$ cat config.mk
export PLATFORM = sky130hd
export DESIGN_NAME = q24fx_div_cell
export DESIGN_NICKNAME = d
export VERILOG_FILES = /design/src/sv/q24fx_pkg.sv /design/src/sv/q24fx_div_cell.sv
export SDC_FILE = /design/constraint.sdc
export NUM_CORES = 1
export LEC_CHECK = 0
export BUFFER_PORTS_ARGS = -buffer_cell sky130_fd_sc_hd__buf_4
export CAP_MARGIN = 25
export CORE_ASPECT_RATIO = 0.9
export CORE_MARGIN = 2
export CORE_UTILIZATION = 25
export DETAILED_ROUTE_END_ITERATION = 10
export GPL_ROUTABILITY_DRIVEN = 1
export SYNTH_ARGS = -nofsm -noshare
export SYNTH_HDL_FRONTEND = slang
export SYNTH_SLANG_ARGS = --single-unit
$ cat constraint.sdc
create_clock -name clk -period 3.7 [get_ports clk]
set_input_delay 0.37 -clock clk [delete_from_list [all_inputs] [get_ports clk]]
set_output_delay 0.37 -clock clk [all_outputs]
set_load 0.1 [all_outputs]
$ cat src/sv/q24fx_pkg.sv
// shared types, opcodes and helpers for the q24.8 fixed-point alu
`timescale 1ns / 1ps
`default_nettype none
package q24fx_pkg;

  localparam int FRAC_BITS_DEF = 8;
  localparam int WORD_W        = 32;
  localparam int QUOT_W        = 48;   // dividend width at the largest fraction size
  localparam int PROD_W        = 64;
  localparam int MAG_W         = 65;

  typedef enum logic [3:0] {
    OP_ADD  = 4'd0,
    OP_SUB  = 4'd1,
    OP_MUL  = 4'd2,
    OP_DIV  = 4'd3,
    OP_EQ   = 4'd4,
    OP_NE   = 4'd5,
    OP_GE   = 4'd6,
    OP_LE   = 4'd7,
    OP_GT   = 4'd8,
    OP_LT   = 4'd9,
    OP_MIN  = 4'd10,
    OP_MAX  = 4'd11,
    OP_INC  = 4'd12,
    OP_DEC  = 4'd13,
    OP_FINT = 4'd14,
    OP_TINT = 4'd15
  } opcode_t;

  localparam logic [1:0] ST_OK  = 2'd0;
  localparam logic [1:0] ST_SAT = 2'd1;
  localparam logic [1:0] ST_DBZ = 2'd2;

  localparam logic signed [WORD_W-1:0] WORD_MAX = 32'sh7fffffff;
  localparam logic signed [WORD_W-1:0] WORD_MIN = 32'sh80000000;

  typedef struct packed {
    logic [3:0]               opcode;
    logic signed [WORD_W-1:0] operand_a;
    logic signed [WORD_W-1:0] operand_b;
  } in_word_t;

  typedef struct packed {
    logic signed [WORD_W-1:0] result_value;
    logic                     compare_true;
    logic [1:0]               status;
  } out_word_t;

  // one pipeline stage of the chain
  typedef struct packed {
    opcode_t                  op;
    logic signed [WORD_W-1:0] res;
    logic                     cmp;
    logic [1:0]               status;
    logic                     neg;
    logic                     bz;
    logic [WORD_W-1:0]        den;
    logic [WORD_W-1:0]        rem;
    logic [QUOT_W-1:0]        num;
    logic [PROD_W-1:0]        prod;
  } stg_t;

  typedef struct packed {
    logic signed [WORD_W-1:0] value;
    logic                     flag;
  } sat_t;

  function automatic sat_t apply_sign(input logic [MAG_W-1:0] mag, input logic neg);
    sat_t r;
    r.flag = 1'b0;
    if (neg) begin
      if (mag > MAG_W'(33'h080000000)) begin
        r.value = WORD_MIN;
        r.flag  = 1'b1;
      end else begin
        r.value = signed'(~mag[WORD_W-1:0] + 32'd1);
      end
    end else begin
      if (mag > MAG_W'(33'h07fffffff)) begin
        r.value = WORD_MAX;
        r.flag  = 1'b1;
      end else begin
        r.value = signed'(mag[WORD_W-1:0]);
      end
    end
    return r;
  endfunction

endpackage
`default_nettype wire

$ cat src/sv/q24fx_div_cell.sv
// one restoring-divide cell: one quotient bit per stage
`timescale 1ns / 1ps
`default_nettype none
module q24fx_div_cell import q24fx_pkg::*; (
  input  wire logic clk,
  input  wire logic rst_n,
  input  wire logic en,
  input  wire logic valid_i,
  input  wire stg_t stg_i,
  output logic      valid_o,
  output stg_t      stg_o
);

  logic          valid_r;
  stg_t          stg_r, stg_nxt;
  logic [WORD_W:0] rem_sh, rem_sub;
  logic          ge;

  always_comb begin
    rem_sh  = {stg_i.rem, stg_i.num[QUOT_W-1]};
    rem_sub = rem_sh - {1'b0, stg_i.den};
    ge      = (rem_sh >= {1'b0, stg_i.den});
    stg_nxt     = stg_i;
    stg_nxt.rem = ge ? rem_sub[WORD_W-1:0] : rem_sh[WORD_W-1:0];
    stg_nxt.num = {stg_i.num[QUOT_W-2:0], ge};
  end

  always_ff @(posedge clk) begin
    if (!rst_n) begin
      valid_r <= 1'b0;
    end else if (en) begin
      valid_r <= valid_i;
    end
  end

  always_ff @(posedge clk) begin
    if (en) begin
      stg_r <= stg_nxt;
    end
  end

  assign valid_o = valid_r;
  assign stg_o   = stg_r;

endmodule
`default_nettype wire

### After elaboration in Yosys (flattened, before gate mapping)

Cells that the tools add are included.

| operators by class | value |
|---|---|
| shift operators | 0 |
| multipliers | 0 |
| multiplexer cells | 1 |
| bitwise gates (word level) | 0 |
| reductions and logical operators | 0 |
| equality and inequality tests | 0 |
| order comparisons | 1 |
| div/mod/pow operators | 0 |
| add/subtract/negate cells | 1 |

Operators with widths:

| cell | number |
|---|---|
| $ge A33 B32 Y1 | 1 |
| $mux W32 | 1 |
| $sub A32 B32 Y32 | 1 |

| storage, ports and cells | value |
|---|---|
| bits in read-only memories | 0 |
| memories kept | 0 |
| bits of input ports | 221 |
| output and inout bits | 218 |
| logic and storage cells | 14 |
| flip-flop bits (word level) | 218 |
| memory bits (writable) | 0 |
| bits in latches | 0 |

### Logic depth before layout (Yosys ltp)

| depth | value |
|---|---|
| depth after elaboration | 2 |
| gate-level depth with buffers | 13 |
| mapped depth without buffers | 12 |

### Worst setup path after synthesis

No wires, ideal clock.

| path | value |
|---|---|
| kind | input to register |
| start | input stg_i[151] (netlist name) |
| end | register stg_r, in the netlist stg_o[125] (data pin) |
| required time | 3,438 ps |
| buffers on the path | 2 |
| setup time | 262 ps |
| stages on the path | 12 |
| setup slack | 559 ps |
| arrival time | 2,879 ps |
| cells stage by stage | inv_1 > ha_1 > buf_2 > nand4_1 > or4_1 > a21oi_1 > nor3_1 > a211oi_2 > o21ai_2 > o31ai_4 > buf_4 > mux2_1 |

RTL lines:

| item | line | source |
|---|---|---|
| start, declared | q24fx_div_cell.sv:9 | `input wire stg_t stg_i,` |
| end signal, assigned | q24fx_div_cell.sv:38 | `stg_r <= stg_nxt;` |
| end, declared | q24fx_div_cell.sv:15 | `stg_t stg_r, stg_nxt;` |

==> results.json <==
{
  "ys_seq_area_share_pct": 74.6,
  "first_global_vias": 7476,
  "path_class": "input port to flip-flop",
  "crit_fanout": 3,
  "cts.repair.resized": 0,
  "placed_cell_area_um2": 12700,
  "setup_viol": 0,
  "synth-compound-area-share_pct": 8.40,
  "grt_max_degree": 104,
  "fp.dieH_um": 182,
  "rsz0062_at_grt": "false",
  "clockBufferDepth": 3,
  "synth-edff-count": 217,
  "leakage_nw": 6.52,
  "relSlewSlack_pct": 45.3,
  "ant_nets": 0,
  "io_buffer_count": 438,
  "finish.utilization_pct": 44.0,
  "synth_commonest_cells": "edfxtp_1, a21oi_1, inv_1",
  "h-tree-depth": 1,
  "grt_usage_pct": 17.4,
  "placed_cells": 1466,
  "cp.arrival_ps": 3850,
  "synth_largest_area_cell": "edfxtp_1",
  "yosys-top-cells-area": "edfxtp_1, ha_1, a21oi_1",
  "start_util_pct": 25.2,
  "yosys.area_share.simple_pct": 5.24,
  "cp-start-kind": "input port",
  "final_layout_size_suffix_gt1_share_pct": 40.6,
  "crit_required_ps": 4010,
  "synth_area_um2": 8760,
  "dpl.hpwl_mm": 23.6,
  "period_needed_ps": 3530,
  "row_count": 65,
  "finalWirelength_mm": 33.2,
  "core_region_area_um2": 34800,
  "synth_top_family_by_area": "compound AO/OA/AOI/OAI gates",
  "finClkSkew_ps": 0,
  "syn-num-nets": 817,
  "fin_ws_ps": 166,
  "min_path_cells": 2,
  "syn_avg_cell_area_um2": 15.6,
  "root_buffer": "clkbuf_16",
  "fin_area_um2": 15300,
  "drt-vias-per-instance": 4.28,
  "antenna_found_initial": 4,
  "muxShareOfSynthArea_pct": 1.63,
  "ys_ff_latch": 218,
  "fmax_mhz": 283,
  "maxCapViolCount": 0,
  "synth_top_area_share_pct": 74.4,
  "synth.most_common_cell": "edfxtp_1",
  "syn_inst": 563,
  "synth_cell_types": 48,
  "gp_congestion": 0.817,
  "slew_viol_final": 0,
  "fin_nets": 1461,
  "clock-sinks": 218,
  "worstMarginPinSlew_ps": 821,
  "cts_buffers": 26,
  "fin_tns_setup_ps": 0,
  "synth-xor-area-share_pct": 2.70,
  "finalCritPeriodShare_pct": 95.5,
  "dp_worst_setup_slack_ps": 172,
  "synth_warnings": 0,
  "drt_pre_antenna_iters": 5,
  "wl_per_cell_um": 19.5,
  "cellPowerDensity_nw_per_um2": 550,
  "async_flop_share_pct": 0,
  "critPathCaptureType": "flip-flop",
  "syn_to_final_growth_pct": 75.0,
  "status": "finished, final reports clean",
  "clk_pin_slew_ps": 70,
  "drt_iter0_drc": 329,
  "num_vias": 7280,
  "overflow": 0,
  "synthAdderAreaFrac_pct": 4.80,
  "die_w_um": 201,
  "peakVddDrop_uv": 382,
  "grt_pass1_wl_mm": 47.8,
  "ys.flop_type": "edfxtp_1",
  "worstHoldPathType": "input port to flip-flop",
  "post-route-drc-count": 0,
  "r2r_cells": 2,
  "fillers": 3151,
  "clk_latency_ps": 530,
  "hold_viol": 0,
  "fp.dieArea_um2": 36600,
  "fin_cells": 1699,
  "num_io_pins": 439,
  "cts_tree": "done"
}
per-layer routing:
layer | vias up | part of all wire (%) | GRT usage (%)
li1 | 3414 | - | -
met1 | 3547 | 39 | 19.7
met2 | 271 | 51 | 31.3
met3 | 48 | 7.8 | 5.71
met4 | 0 | 2.8 | 4.65
met5 | - | 0 | 0
timing repair:
item / CTS / global route
setup buffers: 0 / 0
endpoints found under the hold margin: 182 / 0
hold buffers: 182 / 0
stage by stage:
stage	hold WS (ps)	power (mW)
3_3_place_gp	506	5.78
4_1_cts	22.5	8.53
6_report	60.9	8.43
3_5_place_dp	533	5.79
5_1_grt	33.5	8.73
2_1_floorplan	469	5.05
path summary, 6_finish.rpt:
check                     to        from  slack (ps)
hold reg to reg      valid_o     valid_o         540
setup / recovery  stg_o[142]  stg_i[144]         170
setup reg to reg     valid_o     valid_o        3100
hold / removal       valid_o       rst_n          60
cell usage in the layout (no fill, tap or decap), types with 4 or more instances in the layout:
| master | synthesis | final |
|---|---|---|
| buf_4 | 3 | 448 |
| edfxtp_1 | 217 | 217 |
| dlygate4sd3_1 | 0 | 182 |
| a21oi_1 | 54 | 54 |
| inv_1 | 38 | 38 |
| nor2_1 | 36 | 36 |
| ha_1 | 32 | 32 |
| nand2_1 | 27 | 27 |
| clkbuf_16 | 0 | 26 |
| o21ai_0 | 16 | 16 |
| xnor2_1 | 16 | 16 |
| a21o_1 | 12 | 12 |
| xor2_1 | 11 | 11 |
| nand3_1 | 8 | 8 |
| clkbuf_1 | 5 | 8 |
| nand4_1 | 7 | 7 |
| o21a_1 | 6 | 6 |
| mux2_2 | 6 | 6 |
| a31oi_1 | 5 | 5 |
| diode_2 | 0 | 4 |
| o211ai_1 | 4 | 4 |
| nor4_1 | 4 | 4 |
| nand2b_1 | 4 | 4 |
| mux2_1 | 4 | 4 |
worst max-delay path, cell delays in order:
cell,delay (ps)
dlygate4sd3_1,540
buf_4,140
ha_1,200
fa_1,400
nand2b_1,180
a21oi_1,190
o21ai_0,160
o311a_1,380
a31oi_1,290
a21oi_1,200
o41ai_1,360
xor2_1,110
mux2_1,310
state kept, by name, summed over array words and instances, names as in the netlist:
| signal | count |
|---|---|
| valid_o | 1 |
| stg_o | 217 |
logic make-up (layout without fill, tap and decap cells):
| family | count (synthesis) | after routing |
|---|---|---|
| other | 0 | 4 |
| and+or+nand+nor | 99 | 99 |
| adders and majority gates | 33 | 33 |
| AOI/OAI and AO/OA | 118 | 118 |
| xor gates and xnor gates | 27 | 27 |
| DFF | 218 | 218 |
| buffers and inverters | 55 | 718 |
| muxes | 13 | 13 |
layout make-up:
class	instances	area [um^2]	share of cell area (%)
clock buffer	34	681	4.44
timing repair buffer	633	5240	34.2
sequential	218	6540	42.6
tap	469	587	3.83
multi-input combinational	290	1990	13.0
clock inverter	13	139	0.906
antenna	4	10.0	0.0653
inverter	38	143	0.930
power by group:
group / total (mW) / leakage, nW / switching [mW] / internal [mW]
combinational: 2.86 / 3.99 / 2.13 / 0.729
sequential: 3.05 / 2.13 / 0.0692 / 2.98
clock: 2.52 / 0.391 / 1.08 / 1.44
Power figures use the tool's default switching activity.
