<file path="config.mk">
export PLATFORM = sky130hd
export DESIGN_NAME = q24fx_front
export DESIGN_NICKNAME = d
export VERILOG_FILES = /design/src/sv/q24fx_pkg.sv /design/src/sv/q24fx_front.sv
export SDC_FILE = /design/constraint.sdc
export NUM_CORES = 2
export LEC_CHECK = 0
export ABC_AREA = 1
export BUFFER_PORTS_ARGS = -buffer_cell sky130_fd_sc_hd__buf_2
export CAP_MARGIN = 20
export CELL_PAD_IN_SITES_DETAIL_PLACEMENT = 0
export CELL_PAD_IN_SITES_GLOBAL_PLACEMENT = 1
export CORE_MARGIN = 2
export CORE_UTILIZATION = 44
export CTS_CLUSTER_SIZE = 25
export DETAILED_ROUTE_END_ITERATION = 12
export PLACE_DENSITY_LB_ADDON = 0.1
export SLEW_MARGIN = 20
export SYNTH_ARGS = -nofsm -noshare
export SYNTH_HDL_FRONTEND = slang
export SYNTH_SLANG_ARGS = --single-unit
</file>
<file path="constraint.sdc">
create_clock -name clk -period 10.68 [get_ports clk]
set_input_delay 2.67 -clock clk [delete_from_list [all_inputs] [get_ports clk]]
set_output_delay 2.67 -clock clk [all_outputs]
set_load 0.02 [all_outputs]
</file>
<file path="src/sv/q24fx_pkg.sv">
// shared types, opcodes and helpers for the q24.8 fixed-point alu
`timescale 1ns / 1ps
`default_nettype none
package q24fx_pkg;

  localparam int FRAC_BITS_DEF = 8;
  localparam int WORD_W        = 32;
  localparam int QUOT_W        = 48;   // dividend width at the largest fraction size
  localparam int PROD_W        = 64;
  localparam int MAG_W         = 65;

  typedef enum logic [3:0] {
    OP_ADD  = 4'd0,
    OP_SUB  = 4'd1,
    OP_MUL  = 4'd2,
    OP_DIV  = 4'd3,
    OP_EQ   = 4'd4,
    OP_NE   = 4'd5,
    OP_GE   = 4'd6,
    OP_LE   = 4'd7,
    OP_GT   = 4'd8,
    OP_LT   = 4'd9,
    OP_MIN  = 4'd10,
    OP_MAX  = 4'd11,
    OP_INC  = 4'd12,
    OP_DEC  = 4'd13,
    OP_FINT = 4'd14,
    OP_TINT = 4'd15
  } opcode_t;

  localparam logic [1:0] ST_OK  = 2'd0;
  localparam logic [1:0] ST_SAT = 2'd1;
  localparam logic [1:0] ST_DBZ = 2'd2;

  localparam logic signed [WORD_W-1:0] WORD_MAX = 32'sh7fffffff;
  localparam logic signed [WORD_W-1:0] WORD_MIN = 32'sh80000000;

  typedef struct packed {
    logic [3:0]               opcode;
    logic signed [WORD_W-1:0] operand_a;
    logic signed [WORD_W-1:0] operand_b;
  } in_word_t;

  typedef struct packed {
    logic signed [WORD_W-1:0] result_value;
    logic                     compare_true;
    logic [1:0]               status;
  } out_word_t;

  // one pipeline stage of the chain
  typedef struct packed {
    opcode_t                  op;
    logic signed [WORD_W-1:0] res;
    logic                     cmp;
    logic [1:0]               status;
    logic                     neg;
    logic                     bz;
    logic [WORD_W-1:0]        den;
    logic [WORD_W-1:0]        rem;
    logic [QUOT_W-1:0]        num;
    logic [PROD_W-1:0]        prod;
  } stg_t;

  typedef struct packed {
    logic signed [WORD_W-1:0] value;
    logic                     flag;
  } sat_t;

  function automatic sat_t apply_sign(input logic [MAG_W-1:0] mag, input logic neg);
    sat_t r;
    r.flag = 1'b0;
    if (neg) begin
      if (mag > MAG_W'(33'h080000000)) begin
        r.value = WORD_MIN;
        r.flag  = 1'b1;
      end else begin
        r.value = signed'(~mag[WORD_W-1:0] + 32'd1);
      end
    end else begin
      if (mag > MAG_W'(33'h07fffffff)) begin
        r.value = WORD_MAX;
        r.flag  = 1'b1;
      end else begin
        r.value = signed'(mag[WORD_W-1:0]);
      end
    end
    return r;
  endfunction

endpackage
`default_nettype wire

</file>
<file path="src/sv/q24fx_front.sv">
// entry stage: simple operations, product and divider set-up
`timescale 1ns / 1ps
`default_nettype none
module q24fx_front import q24fx_pkg::*; #(
  parameter int FRACTION_BITS = FRAC_BITS_DEF
) (
  input  wire logic     clk,
  input  wire logic     rst_n,
  input  wire logic     en,
  input  wire logic     valid_i,
  input  wire in_word_t word_i,
  output logic          valid_o,
  output stg_t          stg_o
);

  logic                     valid_r;
  stg_t                     stg_r, stg_nxt;
  logic signed [WORD_W-1:0] a, b;
  logic signed [WORD_W:0]   s33;
  logic signed [QUOT_W-1:0] fx;
  logic [WORD_W-1:0]        mag_a, mag_b;

  assign a     = word_i.operand_a;
  assign b     = word_i.operand_b;
  assign mag_a = a[WORD_W-1] ? (~a + 32'd1) : a;
  assign mag_b = b[WORD_W-1] ? (~b + 32'd1) : b;
  assign fx    = QUOT_W'(a) <<< FRACTION_BITS;

  always_comb begin
    stg_nxt        = '0;
    stg_nxt.op     = opcode_t'(word_i.opcode);
    stg_nxt.neg    = a[WORD_W-1] ^ b[WORD_W-1];
    stg_nxt.bz     = (b == '0);
    stg_nxt.den    = mag_b;
    stg_nxt.num    = {mag_a, {(QUOT_W-WORD_W){1'b0}}};
    stg_nxt.prod   = PROD_W'(mag_a) * PROD_W'(mag_b);
    s33            = '0;
    case (stg_nxt.op)
      OP_ADD:  s33 = {a[WORD_W-1], a} + {b[WORD_W-1], b};
      OP_SUB:  s33 = {a[WORD_W-1], a} - {b[WORD_W-1], b};
      OP_INC:  s33 = {a[WORD_W-1], a} + 33'sd1;
      OP_DEC:  s33 = {a[WORD_W-1], a} - 33'sd1;
      default: s33 = '0;
    endcase
    case (stg_nxt.op)
      OP_ADD, OP_SUB, OP_INC, OP_DEC: begin
        if (s33[WORD_W] != s33[WORD_W-1]) begin
          stg_nxt.res    = s33[WORD_W] ? WORD_MIN : WORD_MAX;
          stg_nxt.status = ST_SAT;
        end else begin
          stg_nxt.res = s33[WORD_W-1:0];
        end
      end
      OP_FINT: begin
        if (fx[QUOT_W-1:WORD_W-1] != {(QUOT_W-WORD_W+1){fx[QUOT_W-1]}}) begin
          stg_nxt.res    = fx[QUOT_W-1] ? WORD_MIN : WORD_MAX;
          stg_nxt.status = ST_SAT;
        end else begin
          stg_nxt.res = fx[WORD_W-1:0];
        end
      end
      OP_TINT: stg_nxt.res = a >>> FRACTION_BITS;
      OP_MIN:  stg_nxt.res = (a > b) ? b : a;
      OP_MAX:  stg_nxt.res = (b > a) ? b : a;
      OP_EQ:   stg_nxt.cmp = (a == b);
      OP_NE:   stg_nxt.cmp = (a != b);
      OP_GE:   stg_nxt.cmp = (a >= b);
      OP_LE:   stg_nxt.cmp = (a <= b);
      OP_GT:   stg_nxt.cmp = (a > b);
      OP_LT:   stg_nxt.cmp = (a < b);
      default: stg_nxt.res = '0;
    endcase
  end

  always_ff @(posedge clk) begin
    if (!rst_n) begin
      valid_r <= 1'b0;
    end else if (en) begin
      valid_r <= valid_i;
    end
  end

  always_ff @(posedge clk) begin
    if (en) begin
      stg_r <= stg_nxt;
    end
  end

  assign valid_o = valid_r;
  assign stg_o   = stg_r;

endmodule
`default_nettype wire

</file>
# ---- After elaboration in Yosys (flattened, before gate mapping)
# Index checks and enable logic that the tools add are counted.
dict set report word_totals {
  regBits 170
  latchBits 0
  ram_bits 0
  mem_bits_ro 0
  in_bits 72
  output_inout_bits 218
  wordCells 59
  n_memories 0
}
dict set report classes {
  n_addsub 6
  mul 1
  div 0
  order_cmp 5
  n_eq_ne 17
  shifts 0
  n_mux 14
  n_bitwise 3
  n_reduce_logical 3
}
# operator count
set op_table {}
lappend op_table {{32-bit 2-to-1 mux} 8}
lappend op_table {{32-bit one-hot mux with 5 select lines} 1}
lappend op_table {{33-bit one-hot mux with 4 select lines} 1}
lappend op_table {{32-bit by 1-bit adder with 32-bit output, second input constant} 2}
lappend op_table {{32-bit greater-than comparator} 2}
lappend op_table {{32-bit by 32-bit multiplier with 64-bit output} 1}
lappend op_table {{32-bit inverter} 2}
lappend op_table {{32-bit by 2-bit adder with 33-bit output, second input constant} 1}
lappend op_table {{32-bit by 32-bit adder with 33-bit output} 1}
lappend op_table {{32-bit by 2-bit subtractor with 33-bit output, second input constant} 1}
lappend op_table {{32-bit by 32-bit subtractor with 33-bit output} 1}
lappend op_table {{32-bit equality test} 1}
lappend op_table {{4-bit equality test, second input constant} 8}
lappend op_table {{32-bit greater-or-equal comparator} 1}
lappend op_table {{32-bit <= comparator} 1}
lappend op_table {{32-bit logical NOT} 1}
lappend op_table {{32-bit < comparator} 1}
lappend op_table {{32-bit != test} 1}
lappend op_table {{4-bit by 3-bit equality test with 1-bit output, second input constant} 4}
lappend op_table {{8-bit != test} 1}
lappend op_table {{1-bit one-hot mux with 6 select lines} 1}
lappend op_table {{4-bit by 1-bit equality test with 1-bit output, second input constant} 1}
lappend op_table {{4-bit logical NOT} 1}
lappend op_table {{2-bit one-hot mux with 2 select lines} 1}
lappend op_table {{other kinds (4)} 5}

# ---- Depth between registers and ports, before layout
dict set report depth {
  word_depth 5
  depth_mapped 46
  ltp_nobuf 43
}

# ---- Worst setup path after synthesis
# Ideal clock, no wire load.
dict set report synth_path {
  path_kind {input port to flip-flop}
  startpoint {in word_i[32] (netlist name)}
  endpoint {reg stg_r (netlist bit stg_o[53]) (data pin)}
  setup_time_ns 0.252
  t_arrival_ns 10.707
  required_ns 10.428
  setup_slack_ns -0.280
  stages 36
  path_buffers 3
  cell_sequence {buf_6 -> clkinv_4 -> clkbuf_1 -> ha_1 -> inv_1 -> nor3_2 -> nand2_1 -> nor3_4 -> nand3_1 -> nor4_1 -> nor2_1 -> xor2_1 -> inv_1 -> buf_4 -> nor2_1 -> fa_1 -> fa_1 -> fa_1 -> inv_1 -> fa_1 -> inv_1 -> fa_1 -> fa_1 -> fa_1 -> fa_1 -> ha_1 -> nand2_1 -> nor2_1 -> inv_1 -> nor4_1 -> nand3_1 -> nand3_1 -> a21o_1 -> nand2_1 -> nand3_1 -> nand2_1}
}
# item line
set synth_lines {}
lappend synth_lines {{start, declared} q24fx_front.sv:11} ;# input wire in_word_t word_i,
lappend synth_lines {{end signal, assigned} q24fx_front.sv:85} ;# stg_r <= stg_nxt;
lappend synth_lines {{end, declared} q24fx_front.sv:17} ;# stg_t stg_r, stg_nxt;

==> results.py <==
metrics = {
    "grt": {
        "grtUsageMet2_pct": 54.6,
        "grt_max_degree": 65,
        "top_usage_layer": "met1",
        "grtUsageMet1_pct": 54.8,
        "antenna_found_initial": 11,
        "grt_pass1_vias": 45000,
        "grt_remaining_overflow": 0,
        "gr-usage-all-layers_pct": 37.6,
        "grtUsageMet3_pct": 10.0,
        "grt_pass1_wl_mm": 303,
    },
    "timing": {
        "tightest_slew_ps": 1100,
        "fin_crit_sh_pct": 98.1,
        "hold_violations": 0,
        "post-route-min-period_ps": 10470,
        "max-slew-margin-rel_pct": 26.8,
        "maxSlewViolCount": 0,
        "setup_viol": 0,
        "fin_ws_ps": 206,
        "max_freq_mhz": 95.5,
        "fin_skew_ps": 0,
    },
    "synthesis": {
        "synth.distinct_cells": 61,
        "synth_top_area_share_pct": 37.7,
        "synth-seq-cells": 169,
        "synth-main-ff-cell": "edfxtp_1",
        "netlist_top_cells_count": "nand2_1 (1430), inv_1 (1322), fa_1 (898)",
        "ys_warn_count": 0,
        "synthCells": 6206,
        "synthAdderAreaFrac_pct": 46.4,
        "synth-compound-area-share_pct": 5.27,
        "synth_seq_area_share_pct": 10.6,
        "async_reset_ff_share_pct": 0,
        "yosys-mux-area-fraction_pct": 0,
        "synth_top_family_by_area": "adder cells",
        "yosys-top-cells-area": "fa_1 (38%), nand2_1 (11%), edfxtp_1 (11%)",
        "synth-xor-area-share_pct": 1.72,
        "avgSynthCellArea_um2": 7.68,
        "yosysTopAreaCell": "fa_1",
        "yosysMostFrequentCell": "nand2_1",
        "synth_edf_count": 168,
        "synth_area_mm2": 0.0477,
        "yosys.area_share.simple_pct": 22.3,
    },
    "floorplanning": {
        "die_x_um": 333,
        "dieArea_mm2": 0.111,
        "initial_utilization_pct": 44.5,
        "die_h_um": 333,
        "io_pins": 290,
        "coreArea_mm2": 0.107,
        "num_rows": 120,
    },
    "worst_setup_path": {
        "end_kind": "flop",
        "r2r_slack_ps": 10030,
        "critPathMaxStageDelay_ps": 620,
        "cp_max_fo": 11,
        "start_kind": "primary input",
        "crit_slowest_cell": "fa_2",
        "crit_arrival_ps": 10760,
        "worstPathRequired_ps": 10970,
        "path_class": "primary input to flop",
    },
    "routing": {
        "drtAntennaViolNets": 0,
        "remaining_drc_errors": 0,
        "routed_via_density": 5.27,
        "wirelength_mm": 207,
        "dr.pass1.iters": 6,
        "vias": 45000,
        "first_iter_violations": 4482,
        "drt-wirelength-per-cell_um": 24.2,
    },
    "cts": {
        "clockBufferDepth": 2,
        "clk_latency_ps": 540,
        "clkSinkCount": 169,
        "cts_tree": "done",
        "numCtsBuffers": 17,
        "ctsRootBufferMaster": "clkbuf_16",
        "htreeDepth": 4,
        "cts_hold_buf": 0,
        "clk_pin_slew_ps": 90,
    },
    "placed_design": {
        "dpl_cell_area_mm2": 0.0566,
        "dpl.cell_count": 8466,
        "dp_hpwl_mm": 179,
        "place_congestion": 1.03,
        "pre_cts_slack_ps": -977,
        "numPortBuffers": 240,
    },
    "flow_run": {
        "drv_cap": 0,
    },
    "final_layout": {
        "utilization_pct": 54.8,
        "finalNonFillerCells": 8542,
        "drive_gt1_share_pct": 20.8,
        "final_area_mm2": 0.0588,
        "syn_to_final_growth_pct": 23.3,
        "nNetsFinal": 8421,
    },
    "worst_hold_path": {
        "hp-class": "flop to flop",
    },
    "status": {
        "status": "completed",
    },
}
## critical path, delay by kind of cell
family,cells,cell delay [ps]
AOI/OAI and AO/OA,3,550
xor gates and xnor gates,1,380
adders and majority gates,10,4610
buffers and inverters,12,1260
and+or+nand+nor,13,1240
## layer usage
layer  part of all wire (%)  up-vias
met1                     45    22400
met3                     10      282
met4                    3.1        6
met5                  0.015        -
li1                       -    20300
met2                     42     2060
## stage by stage
stage,TNS [ps],hold slack [ps]
after floorplan,0,606
after global placement,-19060,516
after detailed placement,-19430,528
after CTS,0,541
after global routing,-202,619
final,0,539
## cell usage in the layout (no fill, tap or decap), types with 71 or more instances in the layout
cell type  Yosys  layout
nand3_1      209     198
o21ai_0      154     118
fa_1         898     850
buf_12         0      71
buf_2         63     239
edfxtp_1     168     168
inv_1       1322    1301
buf_4         66     802
nand2_1     1430    1409
a21oi_1      188     168
ha_1         331     299
nor2_1       854     818
## sequential cells by signal, indices dropped and copies added (netlist names)
name     flops
valid_o      1
stg_o      168
## cells by family after synthesis
kind of cell,after synthesis
fa+ha+maj,1229
xor+xnor,92
buf+inv,1619
flops,169
compound gates,454
simple gates,2642
other cells,1
## final timing paths
| kind | cells after the start | endpoint | start |
|---|---|---|---|
| max | 39 | stg_o[38] | word_i[33] |
| min | 2 | valid_o | valid_o |
| max reg2reg | 2 | valid_o | valid_o |
| min reg2reg | 2 | valid_o | valid_o |
## cell type report
class                      count  area, um2
fill                       10500      48400
multi-input combinational   4466      37500
timing repair buffer        1122       8750
inverter                    1344       5080
sequential                   169       5060
tap                         1403       1760
clock buffer                  17        425
clock inverter                15        169
antenna                        6       15.0
## timing repair
| item | CTS | global route |
|---|---|---|
| buffers inserted | 1 | 37 |
| pin swaps | 2 | 84 |
| endpoints found under the setup margin | 18 | 41 |
| gates resized for setup | 16 | 284 |
Power is left out: the tool's default activity adds up to more than one toggle a clock period on the data nets, which glitch-free logic cannot reach.
