[src/sv/q24fx_pkg.sv]
// shared types, opcodes and helpers for the q24.8 fixed-point alu
`timescale 1ns / 1ps
`default_nettype none
package q24fx_pkg;

  localparam int FRAC_BITS_DEF = 8;
  localparam int WORD_W        = 32;
  localparam int QUOT_W        = 48;   // dividend width at the largest fraction size
  localparam int PROD_W        = 64;
  localparam int MAG_W         = 65;

  typedef enum logic [3:0] {
    OP_ADD  = 4'd0,
    OP_SUB  = 4'd1,
    OP_MUL  = 4'd2,
    OP_DIV  = 4'd3,
    OP_EQ   = 4'd4,
    OP_NE   = 4'd5,
    OP_GE   = 4'd6,
    OP_LE   = 4'd7,
    OP_GT   = 4'd8,
    OP_LT   = 4'd9,
    OP_MIN  = 4'd10,
    OP_MAX  = 4'd11,
    OP_INC  = 4'd12,
    OP_DEC  = 4'd13,
    OP_FINT = 4'd14,
    OP_TINT = 4'd15
  } opcode_t;

  localparam logic [1:0] ST_OK  = 2'd0;
  localparam logic [1:0] ST_SAT = 2'd1;
  localparam logic [1:0] ST_DBZ = 2'd2;

  localparam logic signed [WORD_W-1:0] WORD_MAX = 32'sh7fffffff;
  localparam logic signed [WORD_W-1:0] WORD_MIN = 32'sh80000000;

  typedef struct packed {
    logic [3:0]               opcode;
    logic signed [WORD_W-1:0] operand_a;
    logic signed [WORD_W-1:0] operand_b;
  } in_word_t;

  typedef struct packed {
    logic signed [WORD_W-1:0] result_value;
    logic                     compare_true;
    logic [1:0]               status;
  } out_word_t;

  // one pipeline stage of the chain
  typedef struct packed {
    opcode_t                  op;
    logic signed [WORD_W-1:0] res;
    logic                     cmp;
    logic [1:0]               status;
    logic                     neg;
    logic                     bz;
    logic [WORD_W-1:0]        den;
    logic [WORD_W-1:0]        rem;
    logic [QUOT_W-1:0]        num;
    logic [PROD_W-1:0]        prod;
  } stg_t;

  typedef struct packed {
    logic signed [WORD_W-1:0] value;
    logic                     flag;
  } sat_t;

  function automatic sat_t apply_sign(input logic [MAG_W-1:0] mag, input logic neg);
    sat_t r;
    r.flag = 1'b0;
    if (neg) begin
      if (mag > MAG_W'(33'h080000000)) begin
        r.value = WORD_MIN;
        r.flag  = 1'b1;
      end else begin
        r.value = signed'(~mag[WORD_W-1:0] + 32'd1);
      end
    end else begin
      if (mag > MAG_W'(33'h07fffffff)) begin
        r.value = WORD_MAX;
        r.flag  = 1'b1;
      end else begin
        r.value = signed'(mag[WORD_W-1:0]);
      end
    end
    return r;
  endfunction

endpackage
`default_nettype wire

[src/sv/q24fx_back.sv]
// exit stage: rounding and saturation of multiply and divide, output register
`timescale 1ns / 1ps
`default_nettype none
module q24fx_back import q24fx_pkg::*; #(
  parameter int FRACTION_BITS = FRAC_BITS_DEF
) (
  input  wire logic clk,
  input  wire logic rst_n,
  input  wire logic en,
  input  wire logic valid_i,
  input  wire stg_t stg_i,
  output logic      valid_o,
  output out_word_t word_o
);

  logic      valid_r;
  out_word_t word_r, word_nxt;
  logic [MAG_W-1:0] mmag, dmag;
  logic      up;
  sat_t      ms, ds;

  always_comb begin
    mmag = (MAG_W'(stg_i.prod) + (MAG_W'(1) << (FRACTION_BITS - 1))) >> FRACTION_BITS;
    up   = ({stg_i.rem, 1'b0} >= {1'b0, stg_i.den});
    dmag = MAG_W'(stg_i.num) + MAG_W'(up);
    ms   = apply_sign(mmag, stg_i.neg);
    ds   = apply_sign(dmag, stg_i.neg);
    word_nxt.result_value = stg_i.res;
    word_nxt.compare_true = stg_i.cmp;
    word_nxt.status       = stg_i.status;
    case (stg_i.op)
      OP_MUL: begin
        word_nxt.result_value = ms.value;
        word_nxt.status       = ms.flag ? ST_SAT : ST_OK;
      end
      OP_DIV: begin
        if (stg_i.bz) begin
          word_nxt.result_value = '0;
          word_nxt.status       = ST_DBZ;
        end else begin
          word_nxt.result_value = ds.value;
          word_nxt.status       = ds.flag ? ST_SAT : ST_OK;
        end
      end
      default: ;
    endcase
  end

  always_ff @(posedge clk) begin
    if (!rst_n) begin
      valid_r <= 1'b0;
    end else if (en) begin
      valid_r <= valid_i;
    end
  end

  always_ff @(posedge clk) begin
    if (en) begin
      word_r <= word_nxt;
    end
  end

  assign valid_o = valid_r;
  assign word_o  = word_r;

endmodule
`default_nettype wire

[config.mk]
export PLATFORM = sky130hd
export DESIGN_NAME = q24fx_back
export DESIGN_NICKNAME = d
export VERILOG_FILES = /design/src/sv/q24fx_pkg.sv /design/src/sv/q24fx_back.sv
export SDC_FILE = /design/constraint.sdc
export NUM_CORES = 1
export LEC_CHECK = 0
export ABC_AREA = 1
export CORE_ASPECT_RATIO = 2
export CORE_MARGIN = 2
export CORE_UTILIZATION = 47
export CTS_CLUSTER_SIZE = 28
export DETAILED_ROUTE_END_ITERATION = 16
export DONT_BUFFER_PORTS = 1
export PLACE_DENSITY_LB_ADDON = 0.08
export SLEW_MARGIN = 40
export SYNTH_ARGS = -nofsm -noshare
export SYNTH_HDL_FRONTEND = slang
export SYNTH_SLANG_ARGS = --single-unit
export TNS_END_PERCENT = 20
[constraint.sdc]
create_clock -name clk -period 8.08 [get_ports clk]
set_input_delay 0.808 -clock clk [delete_from_list [all_inputs] [get_ports clk]]
set_output_delay 0.808 -clock clk [all_outputs]
set_load 0.01 [all_outputs]
* Word level (Yosys, flattened, before mapping)
Cells that the tools add are included.
** Operators by class
- Add/subtract/negate cells :: 4
- Order comparisons :: 5
- Eq/ne operators :: 2
- Mux-type cells :: 16
- Bitwise logic cells :: 2
** Operators with widths (number)
- 32-bit two-way mux :: 5
- 33-bit two-way mux :: 2
- 64-bit by 8-bit adder with 65-bit output (second input constant) :: 1
- 32-bit by 1-bit adder with 32-bit output (second input constant) :: 2
- 32-bit NOT :: 2
- 32-bit case mux with 2 select lines :: 1
- 57-bit by 31-bit > comparator with 1-bit output (second input constant) :: 1
- 57-bit by 32-bit > comparator with 1-bit output (second input constant) :: 1
- 48-bit by 1-bit adder with 49-bit output :: 1
- 49-bit by 31-bit > comparator with 1-bit output (second input constant) :: 1
- 49-bit by 32-bit > comparator with 1-bit output (second input constant) :: 1
- 33-bit by 32-bit greater-or-equal comparator with 1-bit output :: 1
- 4-bit by 2-bit == test with 1-bit output (second input constant) :: 2
- 1-bit two-way mux :: 6
- 2-bit case mux with 2 select lines :: 1
- 2-bit two-way mux :: 1
** Storage, ports and cells
- Register bits :: 36
- Input bits :: 221
- Word-level logic and storage cells :: 33

* Logic depth before layout (Yosys ltp)
Gate-level depths: netlist of run 1.
- Depth after elaboration :: 9
- Mapped depth :: 32

* Worst setup path before layout of run 1
No wires, ideal clock.
- Path type :: input -> register
- Start point :: input stg_i[164] in the netlist's numbering
- End point :: register word_r, in the netlist word_o[0] (data pin)
- Library setup time :: 0.259 ns
- Arrival time :: 4.170 ns
- Data required time :: 7.821 ns
- Slack :: 3.651 ns
- Cell stages on the path :: 28
- Cells stage by stage :: inv_1 ha_1 a21oi_1 o21ai_0 nand2_1 o211ai_1 a2111oi_0 o211ai_1 ha_1 ha_1 inv_1 ha_1 inv_1 nor2_1 nand3_1 nor2_4 nand2_2 nor2_4 nand2_2 nor2_4 nand2_2 nor2_2 nand3_2 nand3_2 buf_6 nand2_1 nand2_1 nand3_1
** RTL lines
- start, declared :: RTL line q24fx_back.sv:11 : input wire stg_t stg_i,
- end signal, assigned :: RTL line q24fx_back.sv:59 : word_r <= word_nxt;
- end, declared :: RTL line q24fx_back.sv:17 : out_word_t word_r, word_nxt;

==> results of run 1 <==
[worst paths after layout]
kind,cells after the start,to,from
setup / recovery,22,word_o[20],stg_i[174]
hold / removal,2,valid_o,valid_o
setup reg to reg,2,valid_o,valid_o
hold reg to reg,2,valid_o,valid_o
[metal layers]
metal	up-vias	global-route usage (%)	share of wire, %
met5	-	0	0
met4	0	38.0	12
met2	487	72.5	53
li1	6117	-	-
met1	5340	28.1	28
met3	209	8.38	6.3
[registers in the layout, indices dropped and copies added, names as in the netlist]
signal and count:
valid_o 1, word_o 35
[layout make-up]
type / instances / share of cell area, %
Inverter: 248 / 8.98
Clock inverter: 2 / 0.338
Tap cell: 269 / 3.25
Multi-Input combinational cell: 1624 / 75.6
Sequential cell: 36 / 10.3
Timing Repair Buffer: 4 / 0.290
Clock buffer: 6 / 1.24
[synth_stat cells, types with 9 or more instances]
library cell and n:
nand2_1 673, nor2_1 362, inv_1 228, nand3_1 197
nand4_1 65, a21oi_1 60, xor2_1 43, ha_1 38
edfxtp_1 35, o21ai_0 32, nand2_2 27, nor2_2 20
nor3_1 19, nor2_4 18, inv_2 16, clkbuf_1 15
nand3b_1 12, nand3_2 9
[through the flow]
| step | area, µm² | cells | power [mW] |
|---|---|---|---|
| finish | 10400 | 2189 | 0.730 |
| global route | 10400 | 2189 | 0.772 |
| CTS | 10400 | 2189 | 0.731 |
| detailed placement | 10200 | 2181 | 0.508 |
| global placement | 10200 | 2181 | 0.504 |
| floorplan | 10000 | 1939 | 0.451 |
[power groups by stage]
| stage | sequential [mW] | combinational (mW) | clock (mW) |
|---|---|---|---|
| floorplan | 0.242 | 0.208 | 0 |
| detailed placement | 0.249 | 0.259 | 0 |
| global route | 0.245 | 0.299 | 0.228 |
| CTS | 0.245 | 0.260 | 0.226 |
| global placement | 0.249 | 0.255 | 0 |
| finish | 0.245 | 0.263 | 0.223 |
[worst reg2reg max path, delay by kind of cell (launching register included)]
kind | cells | cell delay, ps
DFF | 1 | 340
AOI/OAI and AO/OA | 2 | 220
[cell families after synthesis]
group,after synthesis
flops,36
fa+ha+maj,38
buf+inv,279
compound gates,112
simple gates,1421
xor+xnor,53
==> flow_metrics.tcl, run 1 <==
set metrics [dict create \
    globalplace.congestion 0.986 \
    drive_gt1_share_pct 5.99 \
    fin_nets 2178 \
    fin_util_pct 49.5 \
    antennaDiodeCount 0 \
    yosysTopAreaCellShare_pct 25.2 \
    worstSetupEndpointType "register" \
    fin_ws_ps 2660 \
    dpl_worst_slack_ps 2470 \
    insertion_delay_ps 290 \
    power.share.sequential_pct 33.5 \
    multi_input_area_um2 7830 \
    areaGrowthSynthToFinish_pct 3.50 \
    yosysSeqAreaShare_pct 10.7 \
    die_h_um 210 \
    cts_hold_buf 0 \
    grt_max_degree 93 \
    start_util_pct 47.8 \
    cts.sinks 36 \
    wl_per_cell_um 19.4 \
    synth.distinct_cells 44 \
    synth_edf_count 35 \
    dieWidth_um 107 \
    yosys_warnings 0 \
    worst_pin_slew_ps 787 \
    fin_crit_sh_pct 67.0 \
    synth-compound-area-share_pct 6.01 \
    crit_type "input port to register" \
    cts_made_buffers 5 \
    pwr-share-comb_pct 36.0 \
    drc 0 \
    grt_overflow 0 \
    p_int_uw 456 \
    critPathMaxStageDelay_ps 460 \
    crit_chain "inv_1, ha_1, nand4_1, nor3_1, and3_1, nand3_1, o211ai_1, ha_1, nand2_1, nor2_8, nand3_1, nor2_2, nand2_1, xnor2_1, nor2_1, nand2_1, nor2_1, nand3_2, nand2_2, nand2_1, nand4_1, nand3_1" \
    grt_usage_pct 37.6 \
    clock_skew_ps 0 \
    crit_slowest_cell "nor2_2" \
    postCtsSetupRepairBufs 0 \
    antenna_found_initial 0 \
    cts_tree "built" \
    path_max_fanout 16 \
    finalSetupViolCount 0 \
    synth_simple_gate_area_share_pct 62.6 \
    routed_wl_um 42500 \
    synthXorXnorAreaFrac_pct 4.79 \
    drtAntennaViolNets 0 \
    path_clk_slew_ps 60 \
    ys_seq_elements 36 \
    synth_top_cell_by_area "nand2_1" \
    whs_ps 601 \
    outcome "finished clean" \
    mappedNetlistArea_um2 10000 \
    worst_ep_arrival_time_ps 5400 \
    power.density_nw_per_um2 70.5 \
    design.core.area_um2 20900 \
    die-area_um2 22600 \
    port_buffers 0 \
    cp_common_cell "nand2_1" \
    rsz0062_at_grt "no" \
    synthMuxAreaShare_pct 0 \
    crit_family "simple AND/OR/NAND/NOR gates" \
    reg2reg_slack_ps 7400 \
    synthAdderAreaFrac_pct 4.75 \
    via_per_inst 5.55 \
    first_iter_violations 764 \
    final_cell_mix "672 x nand2_1, 362 x nor2_1, 228 x inv_1, 197 x nand3_1, 65 x nand4_1" \
    fmax_mhz 185 \
    required_ps 8060 \
    rows 75 \
    yosys_most_used_dff "edfxtp_1" \
    final_common_cell "nand2_1" \
    cp-start-kind "input port" \
    fill_cells 2433 \
    hold_class "register to register" \
    h-tree-depth 2 \
    swShare_pct 37.6 \
    relSlewSlack_pct 47.4 \
    cp.buffers_inverters 1 \
    fin_crit_ps 5420 \
    clockBufferDepth 2 \
    syn_area_per_cell_um2 5.16 \
    synthCells 1939 \
    pwr-share-clk_pct 30.5 \
    postCtsResizedCells 0 \
    syn_nets 2198 \
    regArea_um2 1070 \
    first_global_vias 12200 \
    cts_root_buffer "clkbuf_16" \
    hpwlAfterDp_um 36400 \
    synth.area.top_cells "nand2_1 25%, nor2_1 14%, edfxtp_1 10%, nand3_1 9.8%, inv_1 8.5%" \
    hold_viol_final 0 \
    max_cap_violations 0 \
    grt_pass1_wl_um 64100 \
    synth_top_family_by_area "simple AND/OR/NAND/NOR gates" \
    worst_ir_drop_vdd_mv 0.0680 \
    pin_count 257 \
    drtPass1Iterations 5 \
    p_sw_uw 274 \
    async_flop_share_pct 0 \
    tns_ps 0 \
    p_leak_nw 4.91 \
    num_vias 12200 \
    drv_slew 0 \
]
(Power assumes the default switching activity.)
==> inputs of run 2 (changes only) <==
==> constraint.sdc (replaced) <==
create_clock -name clk -period 4.4 [get_ports clk]
set_input_delay 0.44 -clock clk [delete_from_list [all_inputs] [get_ports clk]]
set_output_delay 0.44 -clock clk [all_outputs]
set_load 0.01 [all_outputs]
==> run 2 against run 1 <==
Compared with the run above: hold slack lost 360 ps; sequential share of layout area fell by 1.4 points; via count grew 5.4%; first-iteration DRC count grew 9.0%; core utilization is 7.7 points higher; global-route usage rose by 0.57 points; critical path type unchanged; highest routed layer unchanged.
==> flow_metrics.tcl, run 2 (synthesis gave the netlist of run 1 again) <==
set metrics [dict create \
    outcome "finished clean" \
    max_cap_violations 0 \
    cts_made_buffers 5 \
    hpwlAfterDp_um 37100 \
    start_util_pct 47.8 \
    design.core.area_um2 20900 \
    final_common_cell "nand2_1" \
    fin_util_pct 57.2 \
    rows 75 \
    antennaDiodeCount 0 \
    fmax_mhz 236 \
    cts_tree "built" \
    globalplace.congestion 0.993 \
    grt_max_degree 93 \
    cp-start-kind "input port" \
    via_per_inst 5.52 \
    largest_reg_flops 35 \
    placed_area_um2 11100 \
    drc 0 \
    worstSetupEndpointType "register" \
    p_leak_nw 5.69 \
    path_max_fanout 7 \
    clockBufferDepth 2 \
    drive_gt1_share_pct 15.0 \
    port_buffers 0 \
    final_cell_area_um2 12000 \
    h-tree-depth 2 \
    fin_nets 2312 \
    hold_viol_final 0 \
    routed_wl_um 45400 \
    first_iter_violations 833 \
    cts.sinks 36 \
    p_total_mw 1.46 \
    num_vias 12800 \
    r2r_start "valid_o" \
    grt_overflow 0 \
    worst_ep_arrival_time_ps 4370 \
    relSlewSlack_pct 47.0 \
    die-area_um2 22600 \
    hold_class "input port to register" \
    power.density_nw_per_um2 122 \
    wl_per_cell_um 19.5 \
    areaGrowthSynthToFinish_pct 19.5 \
    grt_usage_pct 38.1 \
    dp.cells 2296 \
    insertion_delay_ps 290 \
    grt_pass1_wl_um 64800 \
    required_ps 4520 \
    clock_skew_ps 0 \
    fin_crit_sh_pct 96.4 \
    worst_pin_slew_ps 793 \
    min_from "stg_i[180]" \
    fin_crit_ps 4240 \
    path_clk_slew_ps 60 \
    fin_ws_ps 156 \
    drtAntennaViolNets 0 \
    pin_count 257 \
    crit_type "input port to register" \
    dpl_worst_slack_ps -293 \
    drv_slew 0 \
    startpoint "stg_i[170]" \
    finalSetupViolCount 0 \
    dieWidth_um 107 \
    final_cell_mix "664 x nand2_1, 351 x nor2_1, 223 x inv_1, 186 x nand3_1, 120 x buf_4" \
    stdcell_count 2323 \
    antenna_found_initial 0 \
    first_global_vias 12600 \
    die_h_um 210 \
    worst_ir_drop_vdd_mv 0.138 \
    cts_root_buffer "clkbuf_16" \
    drtPass1Iterations 5 \
]
==> run 2: worst max-delay path: stages <==
cell       delay [ps]
inv_1              20
ha_1              290
a21oi_2           150
nor2_1             60
nor2_1            110
a21oi_1            80
a2111oi_1         310
o211ai_1          180
buf_4             180
ha_4              170
ha_4              240
inv_2              80
ha_4              130
inv_1              40
nor2_2            120
nand3_2           120
nor2_4            130
nand2_2            90
nor2_4            140
nand2_4            80
nor2_4            160
nand2_4            90
nor2_4            140
nand3_4            90
nand3_4           190
clkbuf_16         210
nand4_1            90
nand3_1           190
==> run 2: routing by layer <==
metal  global-route usage [%]  routed length, µm  vias to the layer above
met3                     7.76               2830                      237
met2                     74.8              24100                      532
met5                        0                  0                        -
met4                     38.7               5710                        0
li1                         -                  -                     6408
met1                     27.8              12800                     5638
==> run 2: layout make-up <==
| type | count | area (µm²) |
|---|---|---|
| Tap cell | 269 | 337 |
| Sequential cell | 36 | 1070 |
| Inverter | 248 | 946 |
| Timing Repair Buffer | 138 | 1200 |
| Fill cell | 2342 | 8960 |
| Multi-Input combinational cell | 1624 | 8250 |
| Clock buffer | 5 | 125 |
| Clock inverter | 3 | 37.5 |
==> run 2: path summary, 6_finish.rpt <==
check	endpoint	slack (ps)	cells past startpoint
max	word_o[20]	160	28
min	word_o[2]	240	0
max reg2reg	valid_o	3740	2
min reg2reg	valid_o	580	2
==> run 2: report_power, final <==
group / internal (mW) / switching (mW) / leakage [nW]
Sequential: 0.415 / 0.0372 / 0.350
Clock: 0.264 / 0.149 / 0.0789
Combinational: 0.233 / 0.367 / 5.26
==> run 2: stage by stage <==
stage,TNS [ps],hold WS (ps)
2_1_floorplan,0,533
3_3_place_gp,-6800,539
3_5_place_dp,-7190,539
4_1_cts,0,234
5_1_grt,-992,236
6_report,0,239
==> run 2: repair_timing <==
action,CTS,global route
endpoints found under the setup margin,0,33
hold buffers,0,0
resized for setup,0,108
setup buffers,0,17
